[src/tbs_pkg.sv]
// ----------------------------------------------------------------------------
// tbs_pkg
// Shared constants and types for the text byte sanitiser: byte codes of the
// patterns, queue sizing and the bundle that travels from front to back.
// ----------------------------------------------------------------------------
package tbs_pkg;

   // Byte codes
   localparam logic [7:0] BYTE_NUL   = 8'h00;
   localparam logic [7:0] BYTE_TAB   = 8'h09;
   localparam logic [7:0] BYTE_LF    = 8'h0A;
   localparam logic [7:0] BYTE_CR    = 8'h0D;
   localparam logic [7:0] BYTE_SPACE = 8'h20;
   localparam logic [7:0] BYTE_C2    = 8'hC2;
   localparam logic [7:0] BYTE_A0    = 8'hA0;
   localparam logic [7:0] BYTE_EF    = 8'hEF;
   localparam logic [7:0] BYTE_BB    = 8'hBB;
   localparam logic [7:0] BYTE_BF    = 8'hBF;
   localparam logic [7:0] BYTE_E2    = 8'hE2;
   localparam logic [7:0] BYTE_80    = 8'h80;
   localparam logic [7:0] BYTE_8B    = 8'h8B;
   localparam logic [7:0] BYTE_8C    = 8'h8C;
   localparam logic [7:0] BYTE_8D    = 8'h8D;

   // Results one input can cause, and bundle queue depth
   localparam int MAX_RESULTS = 4;
   localparam int QUEUE_DEPTH = 2;

   // All results of one input, as handed from front to back
   typedef struct packed {
      logic [MAX_RESULTS-1:0][7:0] bytes;    // result bytes, first in entry 0
      logic [1:0]                  last_idx; // index of the last result
      logic                        has_byte; // 0: single byte-less end result
      logic                        done;     // input ended the string
   } bundle_type;

   // Queue status seen by the front
   typedef struct packed {
      logic full;
      logic empty;
   } q_status_type;

endpackage

[src/tbs_front.sv]
// ----------------------------------------------------------------------------
// tbs_front
// Accepts input beats, runs the pattern match and space collapsing for one
// byte per beat, and pushes the resulting bundle into the queue.
// ----------------------------------------------------------------------------
module tbs_front (
   input  logic                    clock,
   input  logic                    reset,
   input  logic                    req_tvalid,
   output logic                    req_tready,
   input  logic [7:0]              req_tdata,   // [7:0] byte_value
   input  logic                    req_tuser,   // [0] byte_present
   input  logic                    req_tlast,   // end_of_string
   input  tbs_pkg::q_status_type   q_status,
   output logic                    push,
   output tbs_pkg::bundle_type     push_data
);

   // Running result list while cleaning one beat
   typedef struct packed {
      logic [tbs_pkg::MAX_RESULTS-1:0][7:0] bytes;
      logic [2:0]                           cnt;
      logic                                 sp;
      logic                                 ts;
   } clean_type;

   // Append one byte; excess beyond the result limit is dropped
   function automatic clean_type put_byte(clean_type s, logic [7:0] b);
      clean_type r;
      r = s;
      if (r.cnt < 3'(tbs_pkg::MAX_RESULTS)) begin
         r.bytes[r.cnt[1:0]] = b;
         r.cnt = r.cnt + 3'd1;
      end
      return r;
   endfunction

   // Collapse runs of spaces and trim the leading ones
   function automatic clean_type send_clean(clean_type s, logic [7:0] c);
      clean_type r;
      r = s;
      if (c == tbs_pkg::BYTE_SPACE) begin
         if (r.ts) begin
            r.sp = 1'b1;
         end
      end else begin
         if (r.sp) begin
            r = put_byte(r, tbs_pkg::BYTE_SPACE);
         end
         r = put_byte(r, c);
         r.sp = 1'b0;
         r.ts = 1'b1;
      end
      return r;
   endfunction

   // State
   logic [7:0] held0_ff, held1_ff, held0_in, held1_in;
   logic [1:0] held_cnt_ff, held_cnt_in;
   logic       space_pend_ff, space_pend_in;
   logic       started_ff, started_in;

   // Scan working signals
   logic [7:0] win [0:4];
   logic [1:0] win_n;
   logic [1:0] skip;
   logic [1:0] rem;
   logic       stop;
   logic [7:0] c;
   logic [7:0] second;
   logic       hit;
   logic [1:0] hold_cnt;
   logic [7:0] hold0, hold1;
   clean_type  cl;
   logic       accept;

   assign req_tready = !q_status.full;
   assign accept     = req_tvalid && req_tready;

   // Pattern scan over held bytes plus the new byte, then end-of-string flush
   always_comb begin
      win[0] = held0_ff;
      win[1] = held1_ff;
      win[2] = req_tdata;
      win[3] = tbs_pkg::BYTE_NUL;
      win[4] = tbs_pkg::BYTE_NUL;
      case (held_cnt_ff)
         2'd0: begin
            win[0] = req_tdata;
            win_n  = 2'd1;
         end
         2'd1: begin
            win[1] = req_tdata;
            win_n  = 2'd2;
         end
         default: begin
            win_n = 2'd3;
         end
      endcase

      cl.bytes = '0;
      cl.cnt   = 3'd0;
      cl.sp    = space_pend_ff;
      cl.ts    = started_ff;
      skip     = 2'd0;
      stop     = 1'b0;
      rem      = 2'd0;
      c        = tbs_pkg::BYTE_NUL;
      second   = tbs_pkg::BYTE_NUL;
      hit      = 1'b0;
      hold_cnt = held_cnt_ff;
      hold0    = held0_ff;
      hold1    = held1_ff;

      if (req_tuser) begin
         hold_cnt = 2'd0;
         for (int i = 0; i < 3; i++) begin
            if ((2'(i) < win_n) && !stop) begin
               if (skip != 2'd0) begin
                  skip = skip - 2'd1;
               end else begin
                  c      = win[i];
                  rem    = win_n - 2'(i);
                  second = (c == tbs_pkg::BYTE_EF) ? tbs_pkg::BYTE_BB : tbs_pkg::BYTE_80;
                  hit    = (c == tbs_pkg::BYTE_EF) ? (win[i+2] == tbs_pkg::BYTE_BF)
                                                   : (win[i+2] == tbs_pkg::BYTE_8B ||
                                                      win[i+2] == tbs_pkg::BYTE_8C ||
                                                      win[i+2] == tbs_pkg::BYTE_8D);
                  if (c == tbs_pkg::BYTE_NUL) begin
                     // dropped
                  end else if (c == tbs_pkg::BYTE_C2 && rem == 2'd1) begin
                     stop = 1'b1;
                  end else if (c == tbs_pkg::BYTE_C2 && win[i+1] == tbs_pkg::BYTE_A0) begin
                     cl   = send_clean(cl, tbs_pkg::BYTE_SPACE);
                     skip = 2'd1;
                  end else if ((c == tbs_pkg::BYTE_EF || c == tbs_pkg::BYTE_E2) &&
                               rem == 2'd1) begin
                     stop = 1'b1;
                  end else if ((c == tbs_pkg::BYTE_EF || c == tbs_pkg::BYTE_E2) &&
                               win[i+1] == second && rem == 2'd2) begin
                     stop = 1'b1;
                  end else if ((c == tbs_pkg::BYTE_EF || c == tbs_pkg::BYTE_E2) &&
                               win[i+1] == second && hit) begin
                     skip = 2'd2;
                  end else if (c == tbs_pkg::BYTE_TAB || c == tbs_pkg::BYTE_LF ||
                               c == tbs_pkg::BYTE_CR) begin
                     cl = send_clean(cl, tbs_pkg::BYTE_SPACE);
                  end else begin
                     cl = send_clean(cl, c);
                  end
                  // partial prefix: keep the rest of the window
                  if (stop) begin
                     hold_cnt = rem;
                     hold0    = win[i];
                     hold1    = win[i+1];
                  end
               end
            end
         end
      end

      // end of string: held bytes go out unchanged
      if (req_tlast) begin
         if (hold_cnt != 2'd0) begin
            cl = send_clean(cl, hold0);
         end
         if (hold_cnt == 2'd2) begin
            cl = send_clean(cl, hold1);
         end
      end
   end

   // Bundle and push
   always_comb begin
      push               = accept && (req_tlast || cl.cnt != 3'd0);
      push_data.bytes    = cl.bytes;
      push_data.has_byte = (cl.cnt != 3'd0);
      push_data.last_idx = (cl.cnt == 3'd0) ? 2'd0 : 2'(cl.cnt - 3'd1);
      push_data.done     = req_tlast;
   end

   // Next state
   always_comb begin
      held0_in      = held0_ff;
      held1_in      = held1_ff;
      held_cnt_in   = held_cnt_ff;
      space_pend_in = space_pend_ff;
      started_in    = started_ff;
      if (accept) begin
         if (req_tlast) begin
            held_cnt_in   = 2'd0;
            space_pend_in = 1'b0;
            started_in    = 1'b0;
         end else begin
            held0_in      = hold0;
            held1_in      = hold1;
            held_cnt_in   = hold_cnt;
            space_pend_in = cl.sp;
            started_in    = cl.ts;
         end
      end
   end

   // Control state
   always_ff @(posedge clock) begin
      if (reset) begin
         held_cnt_ff   <= 2'd0;
         space_pend_ff <= 1'b0;
         started_ff    <= 1'b0;
      end else begin
         held_cnt_ff   <= held_cnt_in;
         space_pend_ff <= space_pend_in;
         started_ff    <= started_in;
      end
   end

   // Held prefix bytes, read only below the held count
   always_ff @(posedge clock) begin
      held0_ff <= held0_in;
      held1_ff <= held1_in;
   end

endmodule

[src/tbs_queue.sv]
// ----------------------------------------------------------------------------
// tbs_queue
// Small register queue of result bundles between front and back.
// ----------------------------------------------------------------------------
module tbs_queue #(
   parameter int DEPTH = tbs_pkg::QUEUE_DEPTH
) (
   input  logic                  clock,
   input  logic                  reset,
   input  logic                  push,
   input  tbs_pkg::bundle_type   push_data,
   input  logic                  pop,
   output tbs_pkg::bundle_type   head,
   output tbs_pkg::q_status_type status
);

   localparam int PTR_W = $clog2(DEPTH);
   localparam int CNT_W = $clog2(DEPTH + 1);

   tbs_pkg::bundle_type entry_ff [DEPTH];
   logic [PTR_W-1:0] wr_ptr_ff, wr_ptr_in;
   logic [PTR_W-1:0] rd_ptr_ff, rd_ptr_in;
   logic [CNT_W-1:0] count_ff, count_in;

   assign head         = entry_ff[rd_ptr_ff];
   assign status.full  = (count_ff == CNT_W'(DEPTH));
   assign status.empty = (count_ff == '0);

   // Pointer and fill count update
   always_comb begin
      wr_ptr_in = wr_ptr_ff;
      rd_ptr_in = rd_ptr_ff;
      count_in  = count_ff;
      if (push) begin
         wr_ptr_in = (wr_ptr_ff == PTR_W'(DEPTH - 1)) ? '0 : wr_ptr_ff + 1'b1;
      end
      if (pop) begin
         rd_ptr_in = (rd_ptr_ff == PTR_W'(DEPTH - 1)) ? '0 : rd_ptr_ff + 1'b1;
      end
      if (push && !pop) begin
         count_in = count_ff + 1'b1;
      end else if (pop && !push) begin
         count_in = count_ff - 1'b1;
      end
   end

   always_ff @(posedge clock) begin
      if (reset) begin
         wr_ptr_ff <= '0;
         rd_ptr_ff <= '0;
         count_ff  <= '0;
      end else begin
         wr_ptr_ff <= wr_ptr_in;
         rd_ptr_ff <= rd_ptr_in;
         count_ff  <= count_in;
      end
   end

   // Storage
   always_ff @(posedge clock) begin
      if (push) begin
         entry_ff[wr_ptr_ff] <= push_data;
      end
   end

endmodule

[src/tbs_back.sv]
// ----------------------------------------------------------------------------
// tbs_back
// Walks the head bundle one result per beat into the output register.
// ----------------------------------------------------------------------------
module tbs_back (
   input  logic                  clock,
   input  logic                  reset,
   input  tbs_pkg::bundle_type   head,
   input  tbs_pkg::q_status_type q_status,
   output logic                  pop,
   output logic                  rsp_tvalid,
   input  logic                  rsp_tready,
   output logic [7:0]            rsp_tdata,  // [7:0] out_byte
   output logic [1:0]            rsp_tuser,  // [0] byte_valid, [1] string_done
   output logic                  rsp_tlast   // last_of_run
);

   logic [1:0] pos_ff, pos_in;
   logic       valid_ff, valid_in;
   logic [7:0] data_ff, data_in;
   logic [1:0] user_ff, user_in;
   logic       last_ff, last_in;
   logic       load;
   logic       at_last;

   assign rsp_tvalid = valid_ff;
   assign rsp_tdata  = data_ff;
   assign rsp_tuser  = user_ff;
   assign rsp_tlast  = last_ff;

   // Output register loads when empty or being taken
   always_comb begin
      load    = !q_status.empty && (!valid_ff || rsp_tready);
      at_last = (pos_ff == head.last_idx);
      pop     = load && at_last;
      pos_in  = pos_ff;
      if (load) begin
         pos_in = at_last ? 2'd0 : pos_ff + 2'd1;
      end
      valid_in = load ? 1'b1 : (rsp_tready ? 1'b0 : valid_ff);
      data_in  = head.bytes[pos_ff];
      user_in  = {head.done && at_last, head.has_byte};
      last_in  = at_last;
   end

   always_ff @(posedge clock) begin
      if (reset) begin
         pos_ff   <= 2'd0;
         valid_ff <= 1'b0;
      end else begin
         pos_ff   <= pos_in;
         valid_ff <= valid_in;
      end
   end

   // Payload
   always_ff @(posedge clock) begin
      if (load) begin
         data_ff <= data_in;
         user_ff <= user_in;
         last_ff <= last_in;
      end
   end

endmodule

[src/text_byte_sanitizer_unit.sv]
// ----------------------------------------------------------------------------
// text_byte_sanitizer_unit
// Cleans a byte stream: drops NUL, BOM and zero-width marks, maps NBSP, tab,
// LF and CR to space, collapses space runs and trims both ends of a string.
//
//  channel | dir | tdata             | tuser                          | tlast
//  req_    | in  | [7:0] byte_value  | [0] byte_present               | end_of_string
//  rsp_    | out | [7:0] out_byte    | [0] byte_valid, [1] string_done| last_of_run
//
// A beat is taken every cycle while the bundle queue has room; the front
// classifies it combinationally as it is accepted. The back sends one result
// per cycle from the output register while rsp_tready is high, so a beat with
// k results (1..4) occupies it for k transfers; no-result beats are not queued.
// Synchronous reset clears the prefix count and space state; no clearing pass.
// The queue lets the input keep flowing while the output is stalled.
// ----------------------------------------------------------------------------
module text_byte_sanitizer_unit #(
   parameter int QUEUE_DEPTH = tbs_pkg::QUEUE_DEPTH
) (
   input  logic       clock,
   input  logic       reset,
   input  logic       req_tvalid,
   output logic       req_tready,
   input  logic [7:0] req_tdata,   // [7:0] byte_value
   input  logic       req_tuser,   // [0] byte_present
   input  logic       req_tlast,   // end_of_string
   output logic       rsp_tvalid,
   input  logic       rsp_tready,
   output logic [7:0] rsp_tdata,   // [7:0] out_byte
   output logic [1:0] rsp_tuser,   // [0] byte_valid, [1] string_done
   output logic       rsp_tlast    // last_of_run
);

   tbs_pkg::q_status_type q_status;
   tbs_pkg::bundle_type   push_data;
   tbs_pkg::bundle_type   head;
   logic                  push;
   logic                  pop;

   // Front: accept and classify
   tbs_front u_front (
      .clock      (clock),
      .reset      (reset),
      .req_tvalid (req_tvalid),
      .req_tready (req_tready),
      .req_tdata  (req_tdata),
      .req_tuser  (req_tuser),
      .req_tlast  (req_tlast),
      .q_status   (q_status),
      .push       (push),
      .push_data  (push_data)
   );

   // Bundle queue
   tbs_queue #(
      .DEPTH (QUEUE_DEPTH)
   ) u_queue (
      .clock     (clock),
      .reset     (reset),
      .push      (push),
      .push_data (push_data),
      .pop       (pop),
      .head      (head),
      .status    (q_status)
   );

   // Back: serialise results
   tbs_back u_back (
      .clock      (clock),
      .reset      (reset),
      .head       (head),
      .q_status   (q_status),
      .pop        (pop),
      .rsp_tvalid (rsp_tvalid),
      .rsp_tready (rsp_tready),
      .rsp_tdata  (rsp_tdata),
      .rsp_tuser  (rsp_tuser),
      .rsp_tlast  (rsp_tlast)
   );

   // String end is flagged only on the final result of a beat
   a_done_is_last : assert property (@(posedge clock) disable iff (reset)
      rsp_tvalid && rsp_tuser[1] |-> rsp_tlast)
      else $error("string_done without last_of_run");

   // A byte-less result is only the empty end-of-string marker
   a_empty_result : assert property (@(posedge clock) disable iff (reset)
      rsp_tvalid && !rsp_tuser[0] |-> rsp_tuser[1] && rsp_tdata == 8'h00)
      else $error("byte-less result outside string end");

   // Queue cannot be full and empty at once
   a_queue_status : assert property (@(posedge clock) disable iff (reset)
      !(q_status.full && q_status.empty))
      else $error("queue full and empty together");

   // Nothing is presented straight after reset
   a_reset_quiet : assert property (@(posedge clock)
      reset |=> !rsp_tvalid)
      else $error("result valid after reset");

endmodule

[config.mk]
export PLATFORM = sky130hd
export DESIGN_NAME = text_byte_sanitizer_unit
export DESIGN_NICKNAME = d
export VERILOG_FILES = /design/src/tbs_pkg.sv /design/src/tbs_front.sv /design/src/tbs_queue.sv /design/src/tbs_back.sv /design/src/text_byte_sanitizer_unit.sv
export SDC_FILE = /design/constraint.sdc
export NUM_CORES = 1
export LEC_CHECK = 0
export BUFFER_PORTS_ARGS = -buffer_cell sky130_fd_sc_hd__clkbuf_2
export CAP_MARGIN = 30
export CORE_ASPECT_RATIO = 1.1
export CORE_MARGIN = 2
export CORE_UTILIZATION = 34
export DETAILED_ROUTE_END_ITERATION = 10
export SYNTH_ARGS = -nofsm -noshare
export SYNTH_HDL_FRONTEND = slang
export SYNTH_SLANG_ARGS = --single-unit
[constraint.sdc]
create_clock -name clock -period 9.65 [get_ports clock]
set_clock_uncertainty 0.2 [all_clocks]
set_input_delay 0.965 -clock clock [delete_from_list [all_inputs] [get_ports clock]]
set_output_delay 0.965 -clock clock [all_outputs]
set_load 0.02 [all_outputs]
==> results.txt <==
* Met1 wire length: 11.47 mm
- By instance count, the cell type seen most on the critical path is sky130_fd_sc_hd__ha_1.
- Total of endpoints with negative setup slack in the final report: 0
* Initial DRT Pass Iterations: 5
* Maximum number of pins on one net before global-route repair: 40
* Post-Route Setup TNS: 0 ns
* Drt initial violations: 885
- The multi-input combinational cells in the finished layout cover a total of 4826 sq um.
- Yosys top cell area share: 35.57%
- Power density over the cells: 150.5 nW/um^2
- Measured along the y axis, the die boundary spans 168.4 um.
- The detail route stage leaves a number of antenna-violating nets equal to 0.
- Synth Cell Area: 8357 sq um
- Fin nets: 946
- Measured against its own limit, the worst slew margin works out to 35.15%.
- At the pin with the least slew margin, the transition time is 0.9691 ns.
- Met3 routed wirelength: 1.920 mm
- Internal power: 0.9748 mW
- Top cells by area, synth: sky130_fd_sc_hd__edfxtp_1 (36%), sky130_fd_sc_hd__ha_1 (4.5%), sky130_fd_sc_hd__mux4_2 (4.3%)
- After floorplanning, the core was sized to cover 24320 sq um.
- The worst hold path belongs to the class flop to flop.
- Counting flops with a built-in enable in the synthesized netlist gives 99.
* Crit. Startpoint: u_front.held_cnt_ff[0]
* Net count after synthesis: 918
- Worst Setup Start Kind: flop
- H-tree Lvls: 3
* Average routed wire per standard cell: 21.94 um
* Synth Register Bits: 111
- Comb power frac: 25.6%
* Crit Path Class: flop to flop
- Based on the critical path, the design can be clocked at up to 108.9 MHz.
* Crit path arrival time: 9.11 ns
- CTS saw 111 sinks.
* Leakage power summed over all cells: 3.248 nW
* TritonCTS Buffers: 9
- The number of different library cells used by synthesis comes to 95.
- The synthesized design spends more area on one cell type than any other, namely sky130_fd_sc_hd__edfxtp_1.
* Req. time, crit path: 9.58 ns
- Die footprint: 25850 sq um
- Portion of total power attributed to the clock network: 26.8%
- Highest ir drop seen on vdd: 0.00009135 V
- Global-route wire length before repair: 41.97 mm
- Of the total power, the share spent switching nets is 30.32%.
- Hold bufs inserted after CTS: 0
- After clock tree synthesis, the clock-pin slew on the worst setup and hold paths is 0.08 ns.
- Sequential Power Share: 47.6%
- Number of hold violations in the final report: 0
- Fraction of the yosys area taken by sequential cells: 38.45%
* Final Max Slew Viols: 0
- OpenSTA, run right after detailed placement, puts the worst setup slack at 0.2622 ns.
- Slowest stage cell on the critical path: sky130_fd_sc_hd__dfxtp_1
- Flip-flop and latch area: 3213 sq um
- The most used flip-flop cell after synthesis is sky130_fd_sc_hd__edfxtp_1.
* Leading cell type in the layout, fill and taps excluded: sky130_fd_sc_hd__edfxtp_1
- STA classifies the critical path endpoint as a flop.
* Share of final-layout standard cells stronger than drive strength 1: 15.88%
* Worst hold start: u_back.rsp_tvalid
- Post-placement cell area: 8965 sq um
- Power spent charging and discharging nets: 0.4242 mW
* Detailed-route via count: 7616
- The via count of the first global-routing pass was 7200.
* Cell chosen for the clock root: sky130_fd_sc_hd__clkbuf_16
- Once placement completed, the tool counted placed cells totaling 1200.
- Highest metal layer with signal wires: met4
- Total wire length: 26.70 mm
- The floorplan has 60 rows.
- After detailed routing, the number of vias per cell comes to 6.258.
* Final design utilization: 38.20%
* Fin crit share: 95.16%
* CTS tree: built
* Peak fanout along the critical path: 12
- Once layout is complete, the cells apart from fillers number 1217.
- Ant diodes: 0
- Fraction of registers with async set or reset after synthesis: 0%
- After detailed routing, the number of remaining DRC violations is 0.
- At the end of routability-driven placement, the weighted congestion stood at 1.003.
* Maximum single-stage delay on the critical path: 0.61 ns
* RSZ-0062 raised after global routing: no
- Clock latency on the worst-skew pair: 0.35 ns
- During synthesis, Yosys emitted a total of 0 warnings.
* Worst hold slack: 0.3092 ns
- Overall power after layout: 1.399 mW
* Starting density of the core: 34.36%
* Placed wire-length estimate: 20.42 mm
- In the global route stage, overall resource usage came out at 20.25%.
* Overflow after GRT: 0
- Minimum clock period after layout: 9.183 ns
* Synth Area per Inst: 9.562 sq um
* Number of fill cells: 2447
- The run finished with clean final reports.
- The number of antenna violations at the first check in global routing is 0.
* I/O pin count: 27
- PortBufs: 26
* Met2 wirelength from detailed routing: 12.52 mm
* Area growth from synthesis to layout: 11.20%
* Cells after synthesis: 874
* Number of maximum-capacitance violations: 0
* Maximum clock path buffer count: 2
* PnR worst setup slack: 0.4673 ns
* Area of all placed cells without fillers: 9293 sq um
- Measured along the x axis, the die boundary spans 153.5 um.
- Worst flop-to-flop path startpoint: u_front.held_cnt_ff[0]
- In the layout the commonest cells are sky130_fd_sc_hd__edfxtp_1 (99), sky130_fd_sc_hd__nor2_1 (71), sky130_fd_sc_hd__nand2_1 (71).
[power groups by stage]
stage                     clock network [mW]  registers [mW]  logic [mW]
after global routing                   0.402           0.674       0.390
after CTS                              0.382           0.666       0.360
after global placement                     0           0.676       0.354
after floorplan                            0           0.693       0.228
after detailed placement                   0           0.677       0.358
final                                  0.374           0.666       0.359
[layout make-up]
| type | instances | area share (%) |
|---|---|---|
| multi-input cells | 676 | 51.93 |
| flip-flops and latches | 111 | 34.58 |
| repair buffers | 62 | 4.443 |
| well taps | 310 | 4.174 |
| clock buffers | 10 | 2.464 |
| inverters | 42 | 1.697 |
| clock inverters | 6 | 0.7136 |
[flip-flops by register name, summed over array words and instances (netlist names), 2 cells and up, named ones only]
name and flops:
u_back.pos_ff 2, u_back.rsp_tdata 8, u_back.rsp_tuser 2, u_front.held0_ff 8, u_front.held1_ff 8, u_front.held_cnt_ff 2, u_queue.count_ff 2, u_queue.entry_ff 72
[path summary, 6_finish.rpt]
check	end	slack [ns]	cells after the start
worst max register to register	u_queue.entry_ff[0][10]	0.47	32
worst max-delay path	u_queue.entry_ff[0][10]	0.47	32
worst min register to register	u_back.rsp_tvalid	0.31	2
worst min-delay path	u_back.rsp_tvalid	0.31	2
[metal layers]
layer | track usage [%] | up-vias
met5 | 0 | -
met4 | 6.941 | 0
met3 | 2.677 | 50
met2 | 32.99 | 414
met1 | 27.78 | 3697
li1 | - | 3455
[cells by family (layout without fill, tap and decap cells)]
| family | count (synthesis) | count (layout) | synth area share [%] |
|---|---|---|---|
| simple gates | 306 | 306 | 18.60 |
| buf+inv | 87 | 120 | 4.267 |
| mux | 57 | 57 | 9.507 |
| xor+xnor | 10 | 10 | 1.138 |
| compound gates | 273 | 273 | 23.55 |
| fa+ha+maj | 30 | 30 | 4.492 |
| flops | 111 | 111 | 38.45 |
[worst max-delay path: cells and delay by family, from the launching register on]
| family | cells | cell delay (ns) |
|---|---|---|
| fa+ha+maj | 7 | 1.83 |
| mux | 1 | 0.40 |
| simple gates | 9 | 2.13 |
| flops | 1 | 0.61 |
| buf+inv | 3 | 0.27 |
| compound gates | 12 | 3.48 |
[Yosys cell counts (all sizes together) (8+ instances only)]
library cell / count
buf: 18
mux2i: 25
edfxtp: 99
nor2b: 8
nand2: 71
o21a: 10
o21ai: 43
and2: 8
nor3: 43
mux2: 16
a21oi: 49
nor2: 73
and3: 11
a211oi: 12
dfxtp: 12
o211ai: 8
o22ai: 30
nand2b: 10
a22o: 11
inv: 42
clkbuf: 27
mux4: 16
nand3: 28
a31oi: 9
a22oi: 24
a21o: 14
ha: 30
[repair_timing]
action,4_1_cts,5_1_grt
resized for setup,0,6
buffers inserted,0,1
endpoints found under the setup margin,0,32
Power figures use the tool's default switching activity.
